==> config.mk <==
export PLATFORM = sky130hd
export DESIGN_NAME = sequence_and_rate_monitor
export DESIGN_NICKNAME = d
export VERILOG_FILES = /design/src/hdl/srm_pkg.sv /design/src/hdl/srm_front.sv /design/src/hdl/srm_queue.sv /design/src/hdl/srm_back.sv /design/src/hdl/sequence_and_rate_monitor.sv
export SDC_FILE = /design/constraint.sdc
export NUM_CORES = 2
export LEC_CHECK = 0
export BUFFER_PORTS_ARGS = -buffer_cell sky130_fd_sc_hd__buf_2
export CORE_ASPECT_RATIO = 0.9
export CORE_MARGIN = 2
export CORE_UTILIZATION = 38
export DETAILED_ROUTE_END_ITERATION = 10
export PLACE_DENSITY = 0.61
export REMOVE_ABC_BUFFERS = 1
export SYNTH_ARGS = -nofsm -noshare
export SYNTH_HDL_FRONTEND = slang
export SYNTH_SLANG_ARGS = --single-unit
==> constraint.sdc <==
create_clock -name clk_i -period 26.8 [get_ports clk_i]
set_clock_uncertainty 0.05 [all_clocks]
set_input_delay 1.34 -clock clk_i [delete_from_list [all_inputs] [get_ports clk_i]]
set_output_delay 1.34 -clock clk_i [all_outputs]
set_load 0.01 [all_outputs]
==> src/hdl/srm_pkg.sv <==
// Shared types, codes and constants of the sequence and rate monitor.
package srm_pkg;

  localparam int unsigned CounterWidthDefault = 64;
  localparam int unsigned NumCounters = 12;
  localparam int unsigned QueueDepth = 2;
  localparam int unsigned QueueAw = 1;
  localparam logic [63:0] Half32 = 64'h0000_0000_7FFF_FFFF;
  localparam int unsigned InDataWidth = 264;
  localparam int unsigned InUserWidth = 3;
  localparam int unsigned OutDataWidth = 72;

  typedef enum logic [2:0] {
    OP_SRC_SEQ  = 3'd0,
    OP_SRC      = 3'd1,
    OP_PUB_OK   = 3'd2,
    OP_AUX_PUB  = 3'd3,
    OP_DROP     = 3'd4,
    OP_PUB_FAIL = 3'd5,
    OP_READ     = 3'd6
  } op_e;

  typedef enum logic [1:0] {
    MODE_NONE = 2'd0,
    MODE_32   = 2'd1,
    MODE_64   = 2'd2
  } seq_mode_e;

  typedef enum logic [3:0] {
    SEL_SOURCE = 4'd0,
    SEL_PUB    = 4'd1,
    SEL_AUX    = 4'd2,
    SEL_DROP   = 4'd3,
    SEL_FAIL   = 4'd4,
    SEL_GAP    = 4'd5,
    SEL_SDUP   = 4'd6,
    SEL_SREG   = 4'd7,
    SEL_TDUP   = 4'd8,
    SEL_TREG   = 4'd9,
    SEL_LCOUNT = 4'd10,
    SEL_LSUM   = 4'd11,
    SEL_LMAX   = 4'd12,
    SEL_FIRST  = 4'd13
  } sel_e;

  typedef struct packed {
    logic        src;
    logic        seq_chk;
    logic        pub;
    logic        aux;
    logic        drop;
    logic        fail;
    logic        rd;
    logic        m32;
    logic        active;
    logic [63:0] seq;
    logic [63:0] ts;
    logic [63:0] mono;
    logic [63:0] lat;
    logic [3:0]  sel;
  } cmd_t;

  typedef struct packed {
    logic ts_regress;
    logic ts_dup;
    logic seq_regress;
    logic seq_dup;
    logic seq_gap;
  } flags_t;

endpackage

==> src/hdl/srm_front.sv <==
// Input front end: mode register, event decode and queue push.
module srm_front
  import srm_pkg::*;
(
  input  logic                   clk_i,
  input  logic                   rst_ni,
  input  logic                   cfg_valid_i,
  output logic                   cfg_ready_o,
  input  logic [1:0]             cfg_data_i,
  input  logic                   s_axis_tvalid,
  output logic                   s_axis_tready,
  input  logic [InDataWidth-1:0] s_axis_tdata,
  input  logic [InUserWidth-1:0] s_axis_tuser,
  input  logic                   q_full_i,
  output logic                   push_o,
  output cmd_t                   cmd_o
);

  logic [1:0] mode_q, mode_d;
  op_e        op;

  assign cfg_ready_o = 1'b1;
  assign mode_d = (cfg_valid_i && cfg_ready_o) ? cfg_data_i : mode_q;

  always_ff @(posedge clk_i or negedge rst_ni) begin
    if (!rst_ni) begin
      mode_q <= MODE_NONE;
    end else begin
      mode_q <= mode_d;
    end
  end

  assign s_axis_tready = !q_full_i;
  assign push_o = s_axis_tvalid && s_axis_tready;
  assign op = op_e'(s_axis_tuser);

  always_comb begin
    cmd_o         = '0;
    cmd_o.m32     = (mode_q == MODE_32);
    cmd_o.active  = (mode_q == MODE_32) || (mode_q == MODE_64);
    cmd_o.seq     = cmd_o.m32 ? {32'd0, s_axis_tdata[31:0]} : s_axis_tdata[63:0];
    cmd_o.ts      = s_axis_tdata[127:64];
    cmd_o.mono    = s_axis_tdata[191:128];
    cmd_o.lat     = s_axis_tdata[255:192];
    cmd_o.sel     = s_axis_tdata[259:256];
    case (op)
      OP_SRC_SEQ: begin
        cmd_o.src     = 1'b1;
        cmd_o.seq_chk = 1'b1;
      end
      OP_SRC:      cmd_o.src  = 1'b1;
      OP_PUB_OK:   cmd_o.pub  = 1'b1;
      OP_AUX_PUB:  cmd_o.aux  = 1'b1;
      OP_DROP:     cmd_o.drop = 1'b1;
      OP_PUB_FAIL: cmd_o.fail = 1'b1;
      OP_READ:     cmd_o.rd   = 1'b1;
      default:     cmd_o.src  = 1'b0;
    endcase
  end

endmodule

==> src/hdl/srm_queue.sv <==
// Short command queue between the front end and the execution back end.
module srm_queue
  import srm_pkg::*;
(
  input  logic clk_i,
  input  logic rst_ni,
  input  logic push_i,
  input  cmd_t cmd_i,
  output logic full_o,
  output logic valid_o,
  input  logic pop_i,
  output cmd_t cmd_o
);

  localparam logic [QueueAw-1:0] LastPtr = QueueAw'(QueueDepth - 1);

  cmd_t               mem_q [QueueDepth];
  logic [QueueAw-1:0] wr_ptr_q, wr_ptr_d, rd_ptr_q, rd_ptr_d;
  logic [QueueAw:0]   count_q, count_d;

  assign full_o  = (count_q == (QueueAw+1)'(QueueDepth));
  assign valid_o = (count_q != '0);
  assign cmd_o   = mem_q[rd_ptr_q];

  always_comb begin
    wr_ptr_d = wr_ptr_q;
    rd_ptr_d = rd_ptr_q;
    count_d  = count_q;
    if (push_i) begin
      wr_ptr_d = (wr_ptr_q == LastPtr) ? '0 : wr_ptr_q + 1'b1;
    end
    if (pop_i) begin
      rd_ptr_d = (rd_ptr_q == LastPtr) ? '0 : rd_ptr_q + 1'b1;
    end
    if (push_i && !pop_i) begin
      count_d = count_q + 1'b1;
    end else if (pop_i && !push_i) begin
      count_d = count_q - 1'b1;
    end
  end

  always_ff @(posedge clk_i or negedge rst_ni) begin
    if (!rst_ni) begin
      wr_ptr_q <= '0;
      rd_ptr_q <= '0;
      count_q  <= '0;
    end else begin
      wr_ptr_q <= wr_ptr_d;
      rd_ptr_q <= rd_ptr_d;
      count_q  <= count_d;
    end
  end

  always_ff @(posedge clk_i) begin
    if (push_i) begin
      mem_q[wr_ptr_q] <= cmd_i;
    end
  end

endmodule

==> src/hdl/srm_back.sv <==
// Execution back end: sequence and timestamp checks, counters, result register.
module srm_back
  import srm_pkg::*;
#(
  parameter int unsigned CounterWidth = CounterWidthDefault
) (
  input  logic                    clk_i,
  input  logic                    rst_ni,
  input  logic                    q_valid_i,
  input  cmd_t                    cmd_i,
  output logic                    pop_o,
  output logic                    m_axis_tvalid,
  input  logic                    m_axis_tready,
  output logic [OutDataWidth-1:0] m_axis_tdata
);

  logic [CounterWidth-1:0] cnt_q [NumCounters];
  logic [CounterWidth-1:0] cnt_d [NumCounters];
  logic [63:0] lmax_q, lmax_d;
  logic [63:0] first_q, first_d;
  logic [63:0] prev_seq_q, prev_seq_d;
  logic        prev_seq_valid_q, prev_seq_valid_d;
  logic [63:0] prev_ts_q, prev_ts_d;
  logic        prev_ts_valid_q, prev_ts_valid_d;
  logic        out_valid_q, out_valid_d;
  logic [63:0] rd_q, rd_d;
  flags_t      flags_q, flags_d;
  logic [63:0] expect_seq;
  logic        wrap_fwd;

  assign pop_o = q_valid_i && (!out_valid_q || m_axis_tready);

  assign expect_seq = cmd_i.m32 ? {32'd0, prev_seq_q[31:0] + 32'd1} : prev_seq_q + 64'd1;
  assign wrap_fwd   = cmd_i.m32 && (prev_seq_q > Half32) && (cmd_i.seq < Half32);

  always_comb begin
    cnt_d            = cnt_q;
    lmax_d           = lmax_q;
    first_d          = first_q;
    prev_seq_d       = prev_seq_q;
    prev_seq_valid_d = prev_seq_valid_q;
    prev_ts_d        = prev_ts_q;
    prev_ts_valid_d  = prev_ts_valid_q;
    flags_d          = '0;
    rd_d             = '0;
    if (cmd_i.seq_chk && cmd_i.active && prev_seq_valid_q) begin
      if (cmd_i.seq == prev_seq_q) begin
        flags_d.seq_dup = 1'b1;
      end else if (cmd_i.seq != expect_seq) begin
        if ((cmd_i.seq > expect_seq) || wrap_fwd) begin
          flags_d.seq_gap = 1'b1;
        end else begin
          flags_d.seq_regress = 1'b1;
        end
      end
    end
    if (cmd_i.src && prev_ts_valid_q) begin
      flags_d.ts_dup     = (cmd_i.ts == prev_ts_q);
      flags_d.ts_regress = (cmd_i.ts < prev_ts_q);
    end
    if (cmd_i.rd) begin
      if (cmd_i.sel < 4'(NumCounters)) begin
        rd_d = 64'(cnt_q[cmd_i.sel]);
      end else if (cmd_i.sel == SEL_LMAX) begin
        rd_d = lmax_q;
      end else if (cmd_i.sel == SEL_FIRST) begin
        rd_d = first_q;
      end
    end
    if (pop_o) begin
      if (cmd_i.src) begin
        if ((cmd_i.mono != '0) && (first_q == '0)) begin
          first_d = cmd_i.mono;
        end
        cnt_d[SEL_SOURCE] = cnt_q[SEL_SOURCE] + 1'b1;
        prev_ts_valid_d   = 1'b1;
        prev_ts_d         = cmd_i.ts;
      end
      if (cmd_i.seq_chk) begin
        prev_seq_valid_d = cmd_i.active;
        prev_seq_d       = cmd_i.seq;
      end
      if (flags_d.seq_gap)     cnt_d[SEL_GAP]  = cnt_q[SEL_GAP] + 1'b1;
      if (flags_d.seq_dup)     cnt_d[SEL_SDUP] = cnt_q[SEL_SDUP] + 1'b1;
      if (flags_d.seq_regress) cnt_d[SEL_SREG] = cnt_q[SEL_SREG] + 1'b1;
      if (flags_d.ts_dup)      cnt_d[SEL_TDUP] = cnt_q[SEL_TDUP] + 1'b1;
      if (flags_d.ts_regress)  cnt_d[SEL_TREG] = cnt_q[SEL_TREG] + 1'b1;
      if (cmd_i.pub) begin
        cnt_d[SEL_PUB]    = cnt_q[SEL_PUB] + 1'b1;
        cnt_d[SEL_LCOUNT] = cnt_q[SEL_LCOUNT] + 1'b1;
        cnt_d[SEL_LSUM]   = cnt_q[SEL_LSUM] + cmd_i.lat[CounterWidth-1:0];
        if (cmd_i.lat > lmax_q) begin
          lmax_d = cmd_i.lat;
        end
      end
      if (cmd_i.aux)  cnt_d[SEL_AUX]  = cnt_q[SEL_AUX] + 1'b1;
      if (cmd_i.drop) cnt_d[SEL_DROP] = cnt_q[SEL_DROP] + 1'b1;
      if (cmd_i.fail) cnt_d[SEL_FAIL] = cnt_q[SEL_FAIL] + 1'b1;
    end
    out_valid_d = pop_o || (out_valid_q && !m_axis_tready);
  end

  always_ff @(posedge clk_i or negedge rst_ni) begin
    if (!rst_ni) begin
      for (int i = 0; i < NumCounters; i++) begin
        cnt_q[i] <= '0;
      end
      lmax_q           <= '0;
      first_q          <= '0;
      prev_seq_q       <= '0;
      prev_seq_valid_q <= 1'b0;
      prev_ts_q        <= '0;
      prev_ts_valid_q  <= 1'b0;
      out_valid_q      <= 1'b0;
    end else begin
      cnt_q            <= cnt_d;
      lmax_q           <= lmax_d;
      first_q          <= first_d;
      prev_seq_q       <= prev_seq_d;
      prev_seq_valid_q <= prev_seq_valid_d;
      prev_ts_q        <= prev_ts_d;
      prev_ts_valid_q  <= prev_ts_valid_d;
      out_valid_q      <= out_valid_d;
    end
  end

  always_ff @(posedge clk_i) begin
    if (pop_o) begin
      rd_q    <= rd_d;
      flags_q <= flags_d;
    end
  end

  assign m_axis_tvalid = out_valid_q;
  assign m_axis_tdata  = {3'd0, flags_q, rd_q};

  a_first_sticky: assert property (@(posedge clk_i) disable iff (!rst_ni)
    (first_q != '0) |=> (first_q == $past(first_q)))
    else $error("first time changed after capture");

  a_seq_valid: assert property (@(posedge clk_i) disable iff (!rst_ni)
    (pop_o && cmd_i.seq_chk && cmd_i.active) |=> prev_seq_valid_q)
    else $error("sequence history not marked valid");

  a_flags_src_only: assert property (@(posedge clk_i) disable iff (!rst_ni)
    (pop_o && !cmd_i.src) |=> (flags_q == '0))
    else $error("check flag raised on a non-source event");

  a_lmax: assert property (@(posedge clk_i) disable iff (!rst_ni)
    (pop_o && cmd_i.pub) |=> (lmax_q >= $past(cmd_i.lat)))
    else $error("latency maximum below latest latency");

endmodule

==> src/hdl/sequence_and_rate_monitor.sv <==
// Top level of the sequence and rate monitor.
//
//   channel   direction  transfer
//   cfg       in         seq_mode write (cfg_data_i[1:0])
//   s_axis    in         one event: op in tuser, operands in tdata
//   m_axis    out        one result per event: read value and check flags
//
// One event per cycle while m_axis_tready is high; events pass the queue, then the
// result register. Each event is checked and counted in the back end against its registers.
// A two-entry command queue lets the front end keep taking events while a result stalls.
// Reset clears all counters, histories, the first time and the mode; no clearing pass.
module sequence_and_rate_monitor
  import srm_pkg::*;
#(
  parameter int unsigned CounterWidth = CounterWidthDefault
) (
  input  logic                    clk_i,
  input  logic                    rst_ni,
  input  logic                    cfg_valid_i,
  output logic                    cfg_ready_o,
  input  logic [1:0]              cfg_data_i,
  input  logic                    s_axis_tvalid,
  output logic                    s_axis_tready,
  // seq_number, timestamp, monotonic_time, latency, counter_select, zero pad
  input  logic [InDataWidth-1:0]  s_axis_tdata,
  // op
  input  logic [InUserWidth-1:0]  s_axis_tuser,
  output logic                    m_axis_tvalid,
  input  logic                    m_axis_tready,
  // read_value, seq_gap_flag, seq_dup_flag, seq_regress_flag, ts_dup_flag,
  // ts_regress_flag, zero pad
  output logic [OutDataWidth-1:0] m_axis_tdata
);

  logic q_full, push, q_valid, pop;
  cmd_t push_cmd, pop_cmd;

  srm_front u_front (
    .clk_i,
    .rst_ni,
    .cfg_valid_i,
    .cfg_ready_o,
    .cfg_data_i,
    .s_axis_tvalid,
    .s_axis_tready,
    .s_axis_tdata,
    .s_axis_tuser,
    .q_full_i (q_full),
    .push_o   (push),
    .cmd_o    (push_cmd)
  );

  srm_queue u_queue (
    .clk_i,
    .rst_ni,
    .push_i  (push),
    .cmd_i   (push_cmd),
    .full_o  (q_full),
    .valid_o (q_valid),
    .pop_i   (pop),
    .cmd_o   (pop_cmd)
  );

  srm_back #(
    .CounterWidth (CounterWidth)
  ) u_back (
    .clk_i,
    .rst_ni,
    .q_valid_i (q_valid),
    .cmd_i     (pop_cmd),
    .pop_o     (pop),
    .m_axis_tvalid,
    .m_axis_tready,
    .m_axis_tdata
  );

endmodule
Yosys cells after proc, flatten, opt, wreduce, memory -nomap -nowiden
Memory sizes are Yosys's and may differ from the RTL's.
Index checks and enable logic that the tools add are counted.
{"block": "word_totals", "ff_bits": 1102, "latch_bits": 0, "ram_bits": 538, "mem_bits_ro": 0, "inputBits": 274, "output_inout_bits": 75, "memories": 1}
{"name": "u_queue.mem_q", "depth": 2, "word_bits": 269, "rd": 1, "rd_ports_with_merged_regs": 0, "wr": 1, "line_no": "srm_queue.sv:17", "text": "cmd_t mem_q [QueueDepth];"}
{"block": "classes", "n_addsub": 18, "n_mul": 0, "div_mod_pow": 0, "magnitude_cmp": 7, "eq_ne": 14, "shifts": 0, "muxes": 30, "bitwise": 1, "reduce_logical": 39}
{"operator": "$add A64 B1 Y64 const B", "count": 12}
{"operator": "$mux W64", "count": 7}
{"operator": "$bmux W64 S4", "count": 1}
{"operator": "$eq A64 B64 Y1", "count": 2}
{"operator": "$gt A64 B64 Y1", "count": 2}
{"operator": "$add A64 B64 Y64", "count": 1}
{"operator": "$gt A64 B31 Y1 const B", "count": 1}
{"operator": "$logic_not A64 Y1", "count": 1}
{"operator": "$lt A64 B31 Y1 const B", "count": 1}
{"operator": "$lt A64 B64 Y1", "count": 1}
{"operator": "$ne A64 B64 Y1", "count": 1}
{"operator": "$reduce_bool A64 Y1", "count": 1}
{"operator": "$add A32 B1 Y32 const B", "count": 1}
{"operator": "$reduce_and A2 Y1", "count": 11}
{"operator": "$mux W1", "count": 18}
{"operator": "$logic_and A1 B1 Y1", "count": 11}
{"operator": "$eq A3 B3 Y1 const B", "count": 3}
{"operator": "$eq A4 B4 Y1 const B", "count": 2}
{"operator": "$eq A3 B2 Y1 const B", "count": 2}
{"operator": "$mux W2", "count": 3}
{"operator": "$reduce_and A3 Y1", "count": 2}
{"operator": "$ge A5 B5 Y1 const B", "count": 1}
{"operator": "$logic_not A1 Y1", "count": 5}
{"operator": "$not A4 Y5", "count": 1}
{"operator": "other kinds (12)", "count": 18}

Depth between registers and ports, before layout
{"block": "depth", "depth_word": 9, "depth_mapped": 25}

By module
Synthesis repeated with hierarchy kept, for this count alone.
{"block": "unflattened", "cells_unflattened": 6919, "area_unflattened_um2": 85288.0}
{"mod": "srm_back", "n_inst": 1, "cells_per_inst": 5785, "area_per_inst_um2": 62771.5}
{"mod": "srm_queue", "n_inst": 1, "cells_per_inst": 853, "area_per_inst_um2": 20418.3}
{"mod": "srm_front", "n_inst": 1, "cells_per_inst": 281, "area_per_inst_um2": 2098.3}

Worst setup path after synthesis
Ideal clock, no wire load.
{"block": "synth_timing", "path_kind": "input-to-reg", "startpoint": "input s_axis_tvalid", "endpoint": "memory u_queue.mem_q[0][0] in the netlist's numbering, enable pin", "arrival_time_ns": 12.572, "required_ns": 25.846, "setup_slack_ns": 13.274, "stages": 2, "path_buffers": 0, "cell_sequence": "nand2_1 > nor2_1"}
{"block": "synth_between", "elab_chain_cells": 3}
{"element": "start, declared", "line_no": "sequence_and_rate_monitor.sv:22", "text": "input logic s_axis_tvalid,"}
{"element": "$logic_and A1 B1 Y1", "line_no": "srm_front.sv:34", "text": "assign push_o = s_axis_tvalid && s_axis_tready;"}
{"element": "$mux W1", "line_no": "srm_queue.sv:55", "text": "if (push_i) begin"}
{"element": "$mux W1 (implied by the code)", "line_no": "srm_queue.sv:56", "text": "mem_q[wr_ptr_q] <= cmd_i;"}
{"element": "end, declared", "line_no": "srm_queue.sv:17"}
Every way passes these cells.

Worst setup path in the final report
{"block": "layout_timing", "startpoint": "register u_back.prev_seq_q[2]", "endpoint": "register u_back.cnt_q[289] in the netlist's numbering"}
{"block": "layout_between", "elab_chain_cells": 9}
{"element": "start, declared", "line_no": "srm_back.sv:21", "text": "logic [63:0] prev_seq_q, prev_seq_d;"}
{"element": "start signal, assigned", "line_no": "srm_back.sv:119", "text": "prev_seq_q <= prev_seq_d;"}
{"element": "$add A64 B1 Y64 (tied with other cells)", "line_no": "srm_back.sv:33", "text": "assign expect_seq = cmd_i.m32 ? {32'd0, prev_seq_q[31:0] + 32'd1} : prev_seq_q + 64'd1;"}
{"element": "$mux W64 / $logic_and A1 B1 Y1 (equally long branches)", "line_no": "srm_back.sv:33, srm_back.sv:34"}
{"element": "$gt A64 B64 Y1 / $logic_and A1 B1 Y1 (equally long branches)", "line_no": "srm_back.sv:50, srm_back.sv:34"}
{"element": "$logic_or A1 B1 Y1", "line_no": "srm_back.sv:50", "text": "if ((cmd_i.seq > expect_seq) || wrap_fwd) begin"}
{"element": "$mux W1", "line_no": "srm_back.sv:50"}
{"element": "$mux W1", "line_no": "srm_back.sv:49", "text": "end else if (cmd_i.seq != expect_seq) begin"}
{"element": "$mux W1 (*)", "line_no": "srm_back.sv:47", "text": "if (cmd_i.seq == prev_seq_q) begin"}
{"element": "$mux W3 (*)", "line_no": "srm_back.sv:46", "text": "if (cmd_i.seq_chk && cmd_i.active && prev_seq_valid_q) begin"}
{"element": "$reduce_and A2 Y1 (no line) (*)"}
{"element": "end signal, assigned", "line_no": "srm_back.sv:116", "text": "cnt_q <= cnt_d;"}
{"element": "end, declared", "line_no": "srm_back.sv:17", "text": "logic [CounterWidth-1:0] cnt_q [NumCounters];"}
Every way passes the cells marked *; elsewhere a longest branch is shown, timed or not.
A chain may end at the register's enable or synchronous reset.

==> impl_metrics.ini <==
[status]
status = complete, no violations

[power_and_ir_drop]
p_leak_uw = 0.03916
max-vdd-ir-drop_v = 0.00007810
p_per_area_nw_per_um2 = 103.9

[grt]
grt_first_pass_wirelength_mm = 345.7
antenna_found_initial = 35
grt.total_usage = 0.2050
grt_pass1_vias = 55132
grt_overflow = 0
grt_max_degree = 173

[clock_network]
clkLatencyLatePin_ns = 0.83
cts.sinks = 1640
numCtsBuffers = 178
cts.hold.buffers_added = 0
cts.path.max_buffers = 3
cts_root_buf = clkbuf_16
cts_resized = 0
clk_pin_slew_ns = 0.06
h-tree-depth = 4
cts_tree = built
cts_setup_buffers = 0

[routing]
vias = 55637
drt_wl_total_mm = 228.3
routed_via_density = 5.417
drt_iter0_drc = 4478
wl_per_cell_um = 22.22
drc = 0
drt_first_pass_iters = 7
ant_nets = 0

[setup_path]
criticalPathCategory = flip-flop to flip-flop
crit_fanout = 14
cp.required_ns = 27.48
cp.arrival_ns = 7.39
reg2reg_from = u_back.prev_seq_q[2]$_DFFE_PN0P_
worst_setup_path_start_kind = flip-flop
cp-startpoint = u_back.prev_seq_q[2]$_DFFE_PN0P_
cp-end-kind = flip-flop

[synth]
ys_ff_latch = 1640
syn_area_per_cell_um2 = 11.90
syn_area_um2 = 82520
seq_area_frac_synth = 0.5342
yosysWarnings = 0
synth_cell_type_count = 91
synth_cells = 6932
synth_edf_count = 607
synth_ff_type = dfrtp_1
async_flop_share = 0.6299

[cells_and_area]
area_growth_pct = 13.24
num-fill-cells = 19982
final_area_um2 = 93440
final_cells = 10271
layout.nets = 7783
drive_above_1_share = 0.1644
final_cell_mix = dfrtp_1, nand2_1, edfxtp_1, xnor2_1, buf_2
layout_commonest_cell = dfrtp_1

[sta]
max-slew-margin-rel = 0.1491
slew_viol_final = 0
hold_viol_final = 0
fmax_mhz = 148.9
rsz0062_at_grt = false
whs_ns = 0.4160
tightest_slew_ns = 1.271
setup_violations = 0
period_share = 0.2505
fin_ws_ns = 20.09
layout_min_cycle_time_ns = 6.714

[min_path]
hp-start = u_back.cnt_q[191]$_DFFE_PN0P_
worstHoldPathType = flip-flop to flip-flop

[floorplan]
die_h_um = 446.1
rows = 162
die_x_um = 495.2
core_area_um2 = 216300
boundaryPins = 349
start_util = 0.3815
die_area_um2 = 220900

[placed_design]
gp_congestion = 0.9139
pre_cts_ws_ns = 20.08
hpwl_mm = 168.2
portBuffers = 340
dp_cells = 9929
placed_cell_area_um2 = 87300

[run]
cap_violations = 0
flip-flops by register name, summed over array words and instances, names as in the netlist, 2 cells and up:
| name | flops |
|---|---|
| u_queue.count_q | 2 |
| u_front.mode_q | 2 |
| u_back.cnt_q | 768 |
| u_back.prev_ts_q | 64 |
| u_back.prev_seq_q | 64 |
| u_back.m_axis_tdata | 5 |
| u_queue.mem_q | 538 |
| u_back.lmax_q | 64 |
| u_back.first_q | 64 |
| u_back.rd_q | 64 |
cell families after synthesis:
logic type	after synthesis	share of synthesized area
AOI/OAI and AO/OA	813	0.06209
muxes	626	0.1094
xor gates and xnor gates	868	0.09213
buffers and inverters	521	0.02611
DFF	1640	0.5342
and+or+nand+nor	2192	0.1350
adders and majority gates	270	0.04103
other	2	0.00009101
cell type report:
cell class,count,area (um^2),share of cell area
Multi-Input combinational cell,4773,36440,0.3900
Inverter,242,910.9,0.009748
Tap cell,2870,3591,0.03843
Clock inverter,100,1209,0.01294
Sequential cell,1640,44080,0.4718
Timing Repair Buffer,404,2280,0.02440
Clock buffer,233,4908,0.05253
Antenna cell,9,22.52,0.0002410
worst max-delay path: stages, from the launching register on:
cell	delay, ns
dfrtp_1	0.57
and3_1	0.32
and3_1	0.36
nand2_1	0.09
nor4_1	0.24
buf_4	0.23
nand4_1	0.25
nor3_1	0.71
nand2_1	0.22
nor2_1	0.17
xor2_1	0.16
nand2_1	0.07
ha_1	0.19
a21o_1	0.15
a21o_1	0.17
a21oi_1	0.13
o21ai_0	0.11
a2111oi_2	0.70
and3_1	0.44
and3_1	0.84
nand4_1	0.23
xnor2_1	0.18
cell usage after synthesis (all sizes together) (190+ instances only):
cell,count,area [um^2]
ha,269,3366
nand2,679,2556
o21ai,190,950.9
inv,241,904.6
a21oi,228,1141
xor2,289,2531
xnor2,579,5071
nor2,322,1229
edfxtp,607,18230
mux2,268,3018
nand4,218,1370
dfrtp,1033,25850
mux4,192,4324
nand3,325,1682
power by group:
group          internal (uW)  total (uW)  switching, uW
logic                   1410        3610           2190
registers               3160        3510            352
clock network           1520        2590           1070
total                   6090        9700           3620
worst paths after layout:
path                                                           to  slack [ns]  cells after the start
worst max-delay path                u_back.cnt_q[289]$_DFFE_PN0P_       20.09                     21
worst min-delay path                u_back.cnt_q[191]$_DFFE_PN0P_        0.42                      1
worst max register to register      u_back.cnt_q[289]$_DFFE_PN0P_       20.09                     21
worst min register to register      u_back.cnt_q[191]$_DFFE_PN0P_        0.42                      1
max in group asynchronous       u_back.prev_seq_q[13]$_DFFE_PN0P_       21.38                      6
min in group asynchronous           u_back.cnt_q[505]$_DFFE_PN0P_        0.52                      1
per-stage QoR:
step,util,TNS (ns),total power (uW)
floorplan,-,-615.22,6333
global placement,0.4037,0,7100
detailed placement,0.4037,0,7160
CTS,0.4319,0,9786
global route,0.4320,0,10290
finish,0.4320,0,9704
routing by layer:
metal  vias up  global-route usage  wire (um)
li1      25762                   -          -
met1     28048              0.2878     102900
met2      1458              0.3254     106100
met3       341             0.03657      12930
met4        28             0.05628       6183
met5         -                   0        183
(Power assumes the default switching activity.)
